===== config.mk =====
export PLATFORM = sky130hd
export DESIGN_NAME = swrl_ram
export DESIGN_NICKNAME = d
export VERILOG_FILES = /design/src/rtl/swrl_ram.sv
export SDC_FILE = /design/constraint.sdc
export NUM_CORES = 1
export LEC_CHECK = 0
export ABC_AREA = 1
export BUFFER_PORTS_ARGS = -buffer_cell sky130_fd_sc_hd__buf_2
export CELL_PAD_IN_SITES_DETAIL_PLACEMENT = 1
export CELL_PAD_IN_SITES_GLOBAL_PLACEMENT = 2
export CORE_MARGIN = 2
export CORE_UTILIZATION = 36
export DETAILED_ROUTE_END_ITERATION = 12
export GPL_TIMING_DRIVEN = 0
export MAX_ROUTING_LAYER = met4
export PLACE_DENSITY = 0.81
export SYNTH_ARGS = -nofsm -noshare
export SYNTH_HDL_FRONTEND = slang
export SYNTH_SLANG_ARGS = --single-unit

===== constraint.sdc =====
create_clock -name aclk -period 1.8 [get_ports aclk]
set_clock_uncertainty 0.15 [all_clocks]
set_input_delay 0.36 -clock aclk [delete_from_list [all_inputs] [get_ports aclk]]
set_output_delay 0.36 -clock aclk [all_outputs]
set_load 0.02 [all_outputs]

===== src/rtl/swrl_ram.sv =====
// Generic single-port RAM with registered read data.
// Used for the admission time log and the per-client ring pointers.
// Depends on nothing.
module swrl_ram #(
    parameter int DATA_WIDTH = 8,
    parameter int DEPTH      = 16
) (
    input  logic                          aclk,
    input  logic                          we,
    input  logic [$clog2(DEPTH)-1:0]      addr,
    input  logic [DATA_WIDTH-1:0]         wdata,
    output logic [DATA_WIDTH-1:0]         rdata
);

    logic [DATA_WIDTH-1:0] mem_reg [DEPTH];
    logic [DATA_WIDTH-1:0] rdata_reg;

    always_ff @(posedge aclk) begin
        if (we) begin
            mem_reg[addr] <= wdata;
        end
        rdata_reg <= mem_reg[addr];
    end

    assign rdata = rdata_reg;

endmodule


======== Word level (Yosys, flattened, before mapping) ========
Memory sizes are Yosys's and may differ from the RTL's. A register that Yosys moved wholly into a read port is not among the register bits.
Index checks and enable logic that the tools add are counted.
word-level totals
  flip-flop bits (word level) ............. 0
  memory bits (writable) .................. 128
  output and inout bits ................... 8
  memories ................................ 1
cells by class
  multiplexer cells ....................... 2
memories
  memory   depth  width  rd ports  clocked after memory_dff  write ports  RTL line  source
  mem_reg  16     8      1         1                         1            15        logic [DATA_WIDTH-1:0] mem_reg [DEPTH];
operators with widths
  operator           number
  1-bit two-way mux  2

======== Depth between registers and ports, before layout ========
Gate-level depths: netlist of run 1.
  word-level depth ........................ 2
  depth in mapped cells ................... 11

======== Worst setup path after synthesis of run 1 ========
No wires, ideal clock.
  path type ............................... input to register
  start point ............................. input port addr[1]
  end point ............................... memory mem_reg[3][0], enable pin
  setup slack ............................. -87 ps
  buffers on the path ..................... 2
  library setup time ...................... 370 ps
  required time ........................... 1,280 ps
  arrival ................................. 1,367 ps
  stages on the path ...................... 4
  cell sequence ........................... buf_2 clkbuf_1 nand3_1 nor2_1
RTL lines
  what             RTL line  source
  start, declared  10        input logic [$clog2(DEPTH)-1:0] addr,
  end, declared    15
Straight into the memory's write port.

======== Worst setup path in the final report of run 1 ========
  start point ............................. input port addr[3]
  end point ............................... memory mem_reg[2][0], enable pin
Straight into the memory's write port.

==> qor_table.md, run 1 <==
| Group | Item | This run |
|:---|:---|:---|
| outcome | Status | finished clean |
| logic synthesis | Synthesized instance count | 548 |
| finish | Flip-flop count of the largest register after layout | 128 |
| finish | Synthesis-to-layout area growth | 17.96% |
| cts | Clock root buffer master | clkbuf_16 |
| floorplanning | Vert. Die Dim | 128.6 um |
| logic synthesis | Total number of yosys warnings | 0 |
| global route | Wire length of the first global-routing pass | 21980 um |
| min path | Class of the tightest hold or removal check | in -> reg |
| critical path | Crit-path cells | buf_2 -> nor2_1 -> inv_1 -> nor2_4 |
| sta | Setup repair after global routing missed its margin | false |
| detailed routing | Total number of vias | 3667 |
| sta | Max Fclk | 579.9 MHz |
| cts | Level count of the clock H-tree | 4 |
| finish | Most used cells in the layout excluding fill and tap cells | nand2_1, edfxtp_1, buf_2 |
| placed design | Routability congestion estimate | 0.7619 |
| cts | Clk sinks | 136 |
| finish | Commonest non-fill, non-tap cell in the layout | nand2_1 |
| cts | CTS clk-pin slew, worst paths | 0.06 ns |
| detailed routing | Via density | 4.654 |
| finish | Reg area | 0.004004 sq mm |
| sta | Period Utilization, post-route | 95.81% |
| finish | Count of antenna diodes in the layout | 0 |
| floorplanning | Standard-cell row count | 45 |
| sta | Pin slew with the least headroom to its limit | 0.6059 ns |
| global route | Antenna violations before repair | 0 |
| power and ir drop | IR drop worst, VDD | 0.7680 mV |
| detailed routing | First-pass DRT Iterations | 4 |
| critical path | Critical-path maximum fanout | 9 |
| logic synthesis | Syn_nets | 562 |
| detailed routing | Number of DRC markers in iteration 0 | 186 |
| placed design | Number of input and output port buffers inserted | 20 |
| finish | Number of fill cells | 1710 |
| finish | Area used by multi-input combinational logic | 0.001529 sq mm |
| global route | Vias in the first global route | 3956 |
| cts | Number of buffers inserted during clock tree synthesis | 17 |
| critical path | Arrival time of the worst setup path | 1.67 ns |
| detailed routing | Sum of routed wire length over all layers | 13940 um |
| power and ir drop | Overall power of the completed layout | 7.180 mW |
| cts | Clock insertion delay at the later pin of the skew report | 0.42 ns |
| floorplanning | Initial cell density of the core | 36.79% |
| detailed routing | Number of remaining DRC errors | 0 |
| logic synthesis | Number of distinct library cells after synthesis | 11 |
| logic synthesis | Average cell area after synthesis | 10.21 sq um |
| logic synthesis | Sequential cell area fraction in the yosys report | 71.59% |
| sta | Total count of hold-check failures in the final report | 0 |
| finish | Proportion of layout cells with a drive suffix above 1 | 14.17% |
| sta | Sum Neg Setup Slack | 0 ns |
| sta | Relative slew slack | 59.46% |
| sta | Final-report max-slew violation count | 0 |
| critical path | Critical Path Start Type | primary input |
| critical path | Critical setup path kind | in -> reg |
| detailed routing | Post-route antenna net violation count | 0 |
| cts | Clk buf depth | 2 |
| floorplanning | I/O pin total | 22 |
| global route | Overflow left after global routing | 0 |
| logic synthesis | Post-synthesis register bit count | 136 |
| floorplanning | Floorplan die width | 128.6 um |
| floorplanning | Placeable core region | 0.01520 sq mm |
| power and ir drop | PD cells | 1088 mW/mm^2 |
| floorplanning | Area of the die | 0.01655 sq mm |
| critical path | Required time worst endpoint | 1.74 ns |
| sta | Number of failing setup endpoints in the final timing report | 0 |
| run | Max_cap viols | 0 |
| critical path | Count of buffering cells on the critical path with inverters included | 2 |
| placed design | Placed cells | 756 |
| finish | Non-filler instance count after layout | 788 |
| finish | Final Net Count | 601 |
| placed design | Estimated wirelength of the detail-placed design | 9351 um |
| critical path | Cell class contributing the biggest share of worst-path delay | simple AND/OR/NAND/NOR gates |
| global route | All-Layer GR Usage | 18.99% |
| global route | Maximum number of pins on one net before global-route repair | 17 |
| critical path | Type of destination of the critical path | register |
| critical path | Slowest library cell on the worst path | nor2_1 |
| cts | CTS tree | built |
| logic synthesis | Synth Cell Area | 0.005593 sq mm |
| detailed routing | Drt wl/cell | 17.70 um |
| power and ir drop | Leakage | 2.765 nW |
| critical path | Delay of the slowest critical-path stage | 0.47 ns |
| sta | Minimum clock period after layout | 1.725 ns |
==> stage by stage <==
step | util (%) | worst slack [ns] | area (sq um) | hold WS [ns]
after floorplan | - | -0.08718 | 5613 | 0.3089
after global placement | 39.13 | -0.7547 | 5948 | 0.5677
after detailed placement | 39.13 | -0.8444 | 5948 | 0.5783
after CTS | 43.09 | -0.1217 | 6550 | 0.2173
after global routing | 43.40 | 0.02603 | 6598 | 0.2344
final | 43.40 | 0.07544 | 6598 | 0.2300
==> repair_timing <==
action                     4_1_cts  5_1_grt
hold buffers                     0        0
buffers inserted                 0        0
setup endpoints to repair      128       70
pin swaps                        0        0
resized for setup               20       10
==> cell usage after synthesis <==
cell,n,share of area (%)
clkinv_1,1,0.067
nand2_1,346,23
inv_2,1,0.067
dfxtp_1,8,2.9
edfxtp_1,128,69
buf_2,12,1.1
buf_4,6,0.81
nor2_1,18,1.2
nand3_1,4,0.36
inv_1,21,1.4
clkbuf_1,3,0.20
==> logic make-up after synthesis <==
kind of cell	after synthesis	synth area share [%]
buffers and inverters	44	3.624
DFF	136	71.59
and+or+nand+nor	368	24.79
==> layer usage <==
layer | part of all wire, % | up-vias | track usage, %
met2 | 50 | 45 | 31.25
met1 | 46 | 1774 | 23.63
li1 | - | 1832 | -
met3 | 3.0 | 16 | 4.033
met4 | 1.3 | 0 | 5.882
met5 | 0 | - | -
==> power by group <==
group / total (mW) / leakage (nW) / switching [mW] / internal (mW)
Clock: 3.13 / 0.254 / 1.24 / 1.88
Sequential: 3.56 / 1.22 / 0.0185 / 3.54
Combinational: 0.494 / 1.29 / 0.367 / 0.126
Total: 7.18 / 2.77 / 1.63 / 5.55
==> final timing paths <==
path                        from       endpoint  slack (ns)  cells past startpoint
setup / recovery         addr[3]  mem_reg[2][0]        0.08                      4
hold / removal          wdata[6]  mem_reg[5][6]        0.23                      1
setup reg to reg  mem_reg[14][0]       rdata[0]        0.57                      8
hold reg to reg   mem_reg[11][4]       rdata[4]        0.58                      8
==> worst reg2reg max path, stage by stage, from the launching register on <==
cell and delay (ns):
edfxtp_1 0.38, nand2_1 0.09, nand2_1 0.06, nand2_1 0.08
nand2_1 0.08, nand2_1 0.08, nand2_1 0.06, inv_1 0.07
nand2_1 0.07
==> final cells by class <==
| type | count | share of cell area [%] |
|---|---|---|
| clock inverters | 9 | 1.176 |
| flip-flops and latches | 136 | 60.69 |
| well taps | 188 | 3.565 |
| clock buffers | 23 | 6.789 |
| repair buffers | 20 | 1.517 |
| multi-input cells | 368 | 23.17 |
| inverters | 23 | 1.309 |
| plain buffers | 21 | 1.783 |
No activity file was read; power rests on OpenSTA's default activity.
==> inputs of run 2 (changes only) <==
- SETUP_SLACK_MARGIN: default -> 0.1
==> qor_table.md, run 2 (synthesis results as in run 1) <==
| Group | Item | This run | Change |
|:---|:---|:---|:---|
| power and ir drop | Internal | 5.706 mW | +2.8% |
| global route | Antenna violations before repair | 0 | unchanged |
| detailed routing | Number of DRC markers in iteration 0 | 289 | +55% |
| cts | Clock root buffer master | clkbuf_16 |  |
| sta | Total count of hold-check failures in the final report | 0 | unchanged |
| global route | Wire length of the first global-routing pass | 23290 um | +5.9% |
| sta | Setup repair after global routing missed its margin | true |  |
| critical path | Critical-path maximum fanout | 10 | +1 |
| finish | Number of fill cells | 1684 | -1.5% |
| cts | Number of buffers inserted during clock tree synthesis | 17 | unchanged |
| detailed routing | Via density | 4.891 | +5.1% |
| power and ir drop | Power share of the combinational group | 7.0% | about the same |
| critical path | Crit-path cells | buf_2 -> inv_2 -> buf_4 -> buf_2 -> nand3_2 -> nor2_4 |  |
| placed design | Placement Setup Slack | -0.6581 ns | +0.1862 ns |
| detailed routing | Total number of vias | 3869 | +5.5% |
| power and ir drop | Clock network fraction of total power | 44.4% | +0.9 points |
| detailed routing | Drt wl/cell | 19.09 um | +7.9% |
| detailed routing | Number of remaining DRC errors | 0 | unchanged |
| sta | Final-report max-slew violation count | 0 | unchanged |
| finish | Non-filler instance count after layout | 791 | +0.38% |
| critical path | Arrival time of the worst setup path | 1.60 ns | -0.07 ns |
| placed design | Placed cells | 756 | unchanged |
| finish | Reg area | 0.004004 sq mm | unchanged |
| critical path | Critical Path Start Type | primary input |  |
| sta | Post-Route Hold Slack | 0.2212 ns | -0.008796 ns |
| cts | CTS clk-pin slew, worst paths | 0.05 ns | about the same |
| cts | CTS tree | built |  |
| cts | Number of buffers inserted for hold repair after clock tree synthesis | 0 | unchanged |
| global route | All-Layer GR Usage | 20.34% | +1.3 points |
| global route | Vias in the first global route | 4006 | +1.3% |
| cts | Level count of the clock H-tree | 4 | unchanged |
| critical path | Required time worst endpoint | 1.75 ns | about the same |
| sta | Period Utilization, post-route | 91.83% | -4.0 points |
| finish | Flip-flop count of the largest register after layout | 128 | unchanged |
| floorplanning | Initial cell density of the core | 36.79% | unchanged |
| placed design | Placed inst area | 0.005958 sq mm | +0.17% |
| finish | Most used cells in the layout excluding fill and tap cells | nand2_1, edfxtp_1, buf_2 |  |
| placed design | Estimated wirelength of the detail-placed design | 9925 um | +6.1% |
| floorplanning | Standard-cell row count | 45 | unchanged |
| finish | Layout Utilization | 44.10% | +0.70 points |
| critical path | Most repeated library cell on the critical path | buf_2 |  |
| cts | Clk buf depth | 2 | unchanged |
| detailed routing | Post-route antenna net violation count | 0 | unchanged |
| finish | Area used by multi-input combinational logic | 0.001531 sq mm | +0.16% |
| finish | Count of antenna diodes in the layout | 0 | unchanged |
| min path | Class of the tightest hold or removal check | in -> reg |  |
| detailed routing | Sum of routed wire length over all layers | 15100 um | +8.3% |
| placed design | Routability congestion estimate | 0.8113 | +6.5% |
| sta | Minimum clock period after layout | 1.653 ns | -0.07164 ns |
| finish | Commonest non-fill, non-tap cell in the layout | nand2_1 |  |
| finish | Synthesis-to-layout area growth | 19.87% |  |
| floorplanning | Vert. Die Dim | 128.6 um | unchanged |
| power and ir drop | IR drop worst, VDD | 0.6425 mV | -16% |
| critical path | Critical setup path kind | in -> reg |  |
| floorplanning | Floorplan die width | 128.6 um | unchanged |
| sta | Max Fclk | 605.0 MHz | +4.3% |
| sta | Final setup margin | 0.1471 ns | +0.07164 ns |
| outcome | Status | finished clean |  |
| global route | Overflow left after global routing | 0 | unchanged |
| floorplanning | Area of the die | 0.01655 sq mm | unchanged |
| detailed routing | First-pass DRT Iterations | 5 | +1 |
| floorplanning | I/O pin total | 22 | unchanged |
| sta | Number of failing setup endpoints in the final timing report | 0 | unchanged |
| power and ir drop | Net switching power | 1.624 mW | -0.37% |
| cts | Clk sinks | 136 | unchanged |
| finish | Proportion of layout cells with a drive suffix above 1 | 14.93% | +0.76 points |
| run | Max_cap viols | 0 | unchanged |
| power and ir drop | Share of total power in sequential cells | 48.6% | -1.0 points |
| critical path | Type of destination of the critical path | register |  |
| finish | Final Net Count | 605 | +0.67% |
| global route | Maximum number of pins on one net before global-route repair | 17 | unchanged |
| power and ir drop | PD cells | 1093 mW/mm^2 | +0.47% |
| power and ir drop | Switching share of total power | 22.15% | -0.55 points |
| sta | Pin slew with the least headroom to its limit | 0.5797 ns | -0.02621 ns |
| placed design | Number of input and output port buffers inserted | 20 | unchanged |
| critical path | Slowest library cell on the worst path | nor2_4 |  |
| sta | Sum Neg Setup Slack | 0 ns | unchanged |
| power and ir drop | Overall power of the completed layout | 7.330 mW | +2.1% |
| critical path | Delay of the slowest critical-path stage | 0.33 ns | -0.14 ns |
| finish | Area of all placed cells without fillers | 0.006704 sq mm | +1.6% |
| power and ir drop | Leakage | 2.809 nW | +1.6% |
| floorplanning | Placeable core region | 0.01520 sq mm | unchanged |
| sta | Relative slew slack | 61.35% | +1.9 points |
| cts | Clock insertion delay at the later pin of the skew report | 0.42 ns | about the same |
## run 2: cell types whose count changed in the layout (fill, tap and decap cells not counted)
cell      delta
clkinv_2     -2
nor2_1       -1
clkinv_4     -2
buf_12       +4
clkinv_1     -1
clkbuf_8     +4
nor2_2       +1
## run 2: worst max-delay path: cells and delay by family
kind	cells	cell delay (ns)
buf+inv	4	0.63
simple gates	2	0.60
## run 2: per-layer routing
layer  vias up  GRT usage (%)  routed length (um)
li1       1835              -                   -
met3        34          4.366                 631
met1      1904          26.18                6796
met5         -              -                   0
met4         0          7.417                 357
met2        96          31.90                7312
## run 2: power groups by stage
stage	clock network (mW)	registers, mW	logic (mW)
after floorplan	0	3.65	0.249
after global placement	0	3.62	0.473
after detailed placement	0	3.63	0.488
after CTS	3.30	3.56	0.508
after global routing	3.44	3.57	0.571
final	3.26	3.56	0.512
## run 2: worst paths after layout
check                               startpoint       endpoint  slack [ns]  cells after the start
worst max-delay path                   addr[0]  mem_reg[4][7]        0.15                      6
worst min-delay path                  wdata[5]  mem_reg[6][5]        0.22                      1
worst max register to register  mem_reg[14][4]       rdata[4]        0.57                      8
worst min register to register  mem_reg[11][7]       rdata[7]        0.58                      8
## run 2: repair_timing
action,CTS,global route
hold endpoints to repair,0,0
setup endpoints to repair,128,112
resized for setup,20,7
buffers inserted,1,3
pin swaps,1,4
## run 2: layout make-up
class | count | share of cell area [%]
Clock inverter | 4 | 0.6906
Inverter | 23 | 1.288
Tap cell | 188 | 3.509
Buffer | 21 | 1.754
Clock buffer | 27 | 7.503
Timing Repair Buffer | 24 | 2.688
Multi-Input combinational cell | 368 | 22.84
Sequential cell | 136 | 59.72
==> inputs of run 3 (changes only) <==
- PLACE_DENSITY: 0.81 -> 0.82
==> qor_table.md, run 3 (synthesis results as in run 1) <==
| Group | Item | This run | Change |
|:---|:---|:---|:---|
| global route | Overflow left after global routing | 0 | unchanged |
| sta | Sum Neg Setup Slack | 0 ns | unchanged |
| power and ir drop | PD cells | 1163 mW/mm^2 | +6.4% |
| cts | Level count of the clock H-tree | 4 | unchanged |
| min path | Class of the tightest hold or removal check | in -> reg |  |
| cts | Clk buf depth | 2 | unchanged |
| finish | Synthesis-to-layout area growth | 22.24% |  |
| critical path | Worst R2R Setup Slack | 0.60 ns | +0.03 ns |
| floorplanning | Initial cell density of the core | 36.79% | unchanged |
| placed design | Estimated wirelength of the detail-placed design | 9853 um | -0.72% |
| finish | Final Net Count | 605 | unchanged |
| critical path | Required time worst endpoint | 1.75 ns | about the same |
| critical path | Worst flop-to-flop path endpoint | rdata[4] |  |
| sta | Relative slew slack | 68.60% | +7.2 points |
| critical path | Critical Path Start Type | primary input |  |
| detailed routing | Drt wl/cell | 18.26 um | -4.3% |
| power and ir drop | Power share of the combinational group | 6.5% | -0.5 points |
| critical path | Critical path destination | mem_reg[8][0] |  |
| floorplanning | Vert. Die Dim | 128.6 um | unchanged |
| global route | Maximum number of pins on one net before global-route repair | 17 | unchanged |
| global route | Vias in the first global route | 3877 | -3.2% |
| placed design | Placement Setup Slack | -0.7238 ns | -0.06566 ns |
| finish | Reg area | 0.004004 sq mm | unchanged |
| power and ir drop | Leakage | 2.859 nW | +1.8% |
| critical path | Origin of the worst setup path | addr[0] |  |
| floorplanning | Floorplan die width | 128.6 um | unchanged |
| cts | CTS tree | built |  |
| sta | Final-report max-slew violation count | 0 | unchanged |
| finish | Count of antenna diodes in the layout | 0 | unchanged |
| critical path | Type of destination of the critical path | register |  |
| power and ir drop | Clock network fraction of total power | 48.8% | +4.4 points |
| run | Max_cap viols | 0 | unchanged |
| detailed routing | Via density | 4.729 | -3.3% |
| critical path | Arrival time of the worst setup path | 1.54 ns | -0.06 ns |
| global route | Antenna violations before repair | 0 | unchanged |
| detailed routing | Number of DRC markers in iteration 0 | 180 | -38% |
| sta | Final setup margin | 0.2120 ns | +0.06492 ns |
| finish | Commonest non-fill, non-tap cell in the layout | nand2_1 |  |
| sta | Max Fclk | 629.7 MHz | +4.1% |
| critical path | Critical setup path kind | in -> reg |  |
| power and ir drop | Internal | 6.263 mW | +9.8% |
| critical path | Critical-path maximum fanout | 10 | unchanged |
| finish | Layout Utilization | 44.97% | +0.87 points |
| sta | Period Utilization, post-route | 88.22% | -3.6 points |
| placed design | Number of input and output port buffers inserted | 20 | unchanged |
| power and ir drop | IR drop worst, VDD | 0.6452 mV | +0.43% |
| power and ir drop | Overall power of the completed layout | 7.950 mW | +8.5% |
| floorplanning | I/O pin total | 22 | unchanged |
| floorplanning | Standard-cell row count | 45 | unchanged |
| cts | Number of buffers inserted during clock tree synthesis | 17 | unchanged |
| finish | Non-filler instance count after layout | 792 | +0.13% |
| power and ir drop | Net switching power | 1.687 mW | +3.9% |
| sta | Total count of hold-check failures in the final report | 0 | unchanged |
| cts | Clk sinks | 136 | unchanged |
| sta | Number of failing setup endpoints in the final timing report | 0 | unchanged |
| global route | All-Layer GR Usage | 19.53% | -0.81 points |
| detailed routing | Total number of vias | 3745 | -3.2% |
| global route | Wire length of the first global-routing pass | 22170 um | -4.8% |
| power and ir drop | Switching share of total power | 21.22% | -0.93 points |
| finish | Flip-flop count of the largest register after layout | 128 | unchanged |
| detailed routing | Post-route antenna net violation count | 0 | unchanged |
| sta | Minimum clock period after layout | 1.588 ns | -0.06492 ns |
| detailed routing | Number of remaining DRC errors | 0 | unchanged |
| sta | Setup repair after global routing missed its margin | false |  |
| detailed routing | Sum of routed wire length over all layers | 14460 um | -4.2% |
| detailed routing | First-pass DRT Iterations | 4 | -1 |
| finish | Area used by multi-input combinational logic | 0.001554 sq mm | +1.5% |
| finish | Most used cells in the layout excluding fill and tap cells | nand2_1, edfxtp_1, buf_2 |  |
| power and ir drop | Share of total power in sequential cells | 44.8% | -3.8 points |
| cts | CTS clk-pin slew, worst paths | 0.06 ns | about the same |
| critical path | Number of cells on the worst reg-to-reg path | 8 | unchanged |
| sta | Pin slew with the least headroom to its limit | 0.4710 ns | -0.1087 ns |
| finish | Number of fill cells | 1658 | -1.5% |
| finish | Proportion of layout cells with a drive suffix above 1 | 15.73% | +0.80 points |
| placed design | Placed cells | 756 | unchanged |
| cts | Clock insertion delay at the later pin of the skew report | 0.42 ns | about the same |
| floorplanning | Placeable core region | 0.01520 sq mm | unchanged |
| outcome | Status | finished clean |  |
| cts | Clock root buffer master | clkbuf_16 |  |
| placed design | Routability congestion estimate | 0.8437 | +4.0% |
| critical path | Source of the worst register-to-register timing path | mem_reg[15][4] |  |
| floorplanning | Area of the die | 0.01655 sq mm | unchanged |
[run 3: worst min path at each step]
stage	start	end	cells after the start
2_1_floorplan	wdata[0]	mem_reg[0][0]	0
3_3_place_gp	mem_reg[8][3]	rdata[3]	8
3_5_place_dp	mem_reg[8][4]	rdata[4]	8
4_1_cts	wdata[5]	mem_reg[13][5]	1
5_1_grt	wdata[5]	mem_reg[13][5]	1
6_report	wdata[5]	mem_reg[13][5]	1
[run 3: layout make-up]
class	count	share of cell area, %
Sequential cell	136	58.57
Multi-Input combinational cell	368	22.73
Clock buffer	19	6.332
Tap cell	188	3.441
Clock inverter	13	3.313
Timing Repair Buffer	24	2.635
Buffer	21	1.720
Inverter	23	1.263
[run 3: power by group through the flow]
stage               clock network [mW]  registers (mW)  logic (mW)
floorplan                            0            3.65       0.249
global placement                     0            3.62       0.474
detailed placement                   0            3.63       0.488
CTS                               3.94            3.56       0.502
global route                      4.05            3.56       0.577
finish                            3.88            3.56       0.513
[run 3: per-layer routing]
metal,vias to the layer above,track usage (%),part of all wire (%)
li1,1841,-,-
met1,1845,23.82,45
met2,42,32.65,51
met3,17,3.992,2.5
met4,0,6.330,1.4
met5,-,-,0
[run 3: repair_timing]
item,4_1_cts,5_1_grt
resized for setup,15,15
pin swaps,0,7
setup endpoints to repair,128,104
setup buffers,0,4
hold buffers,0,0
[run 3: metrics by stage]
step / hold slack, ns / instance area [sq um]
2_1_floorplan: 0.3089 / 5623
3_5_place_dp: 0.5718 / 5958
4_1_cts: 0.2173 / 6679
3_3_place_gp: 0.5672 / 5958
5_1_grt: 0.2236 / 6837
6_report: 0.2222 / 6837
[run 3: critical path, cell delays in order]
cell and delay [ns]:
buf_2 0.13, inv_2 0.07, buf_4 0.18, buf_2 0.28
nand3_4 0.21, nor2_4 0.30
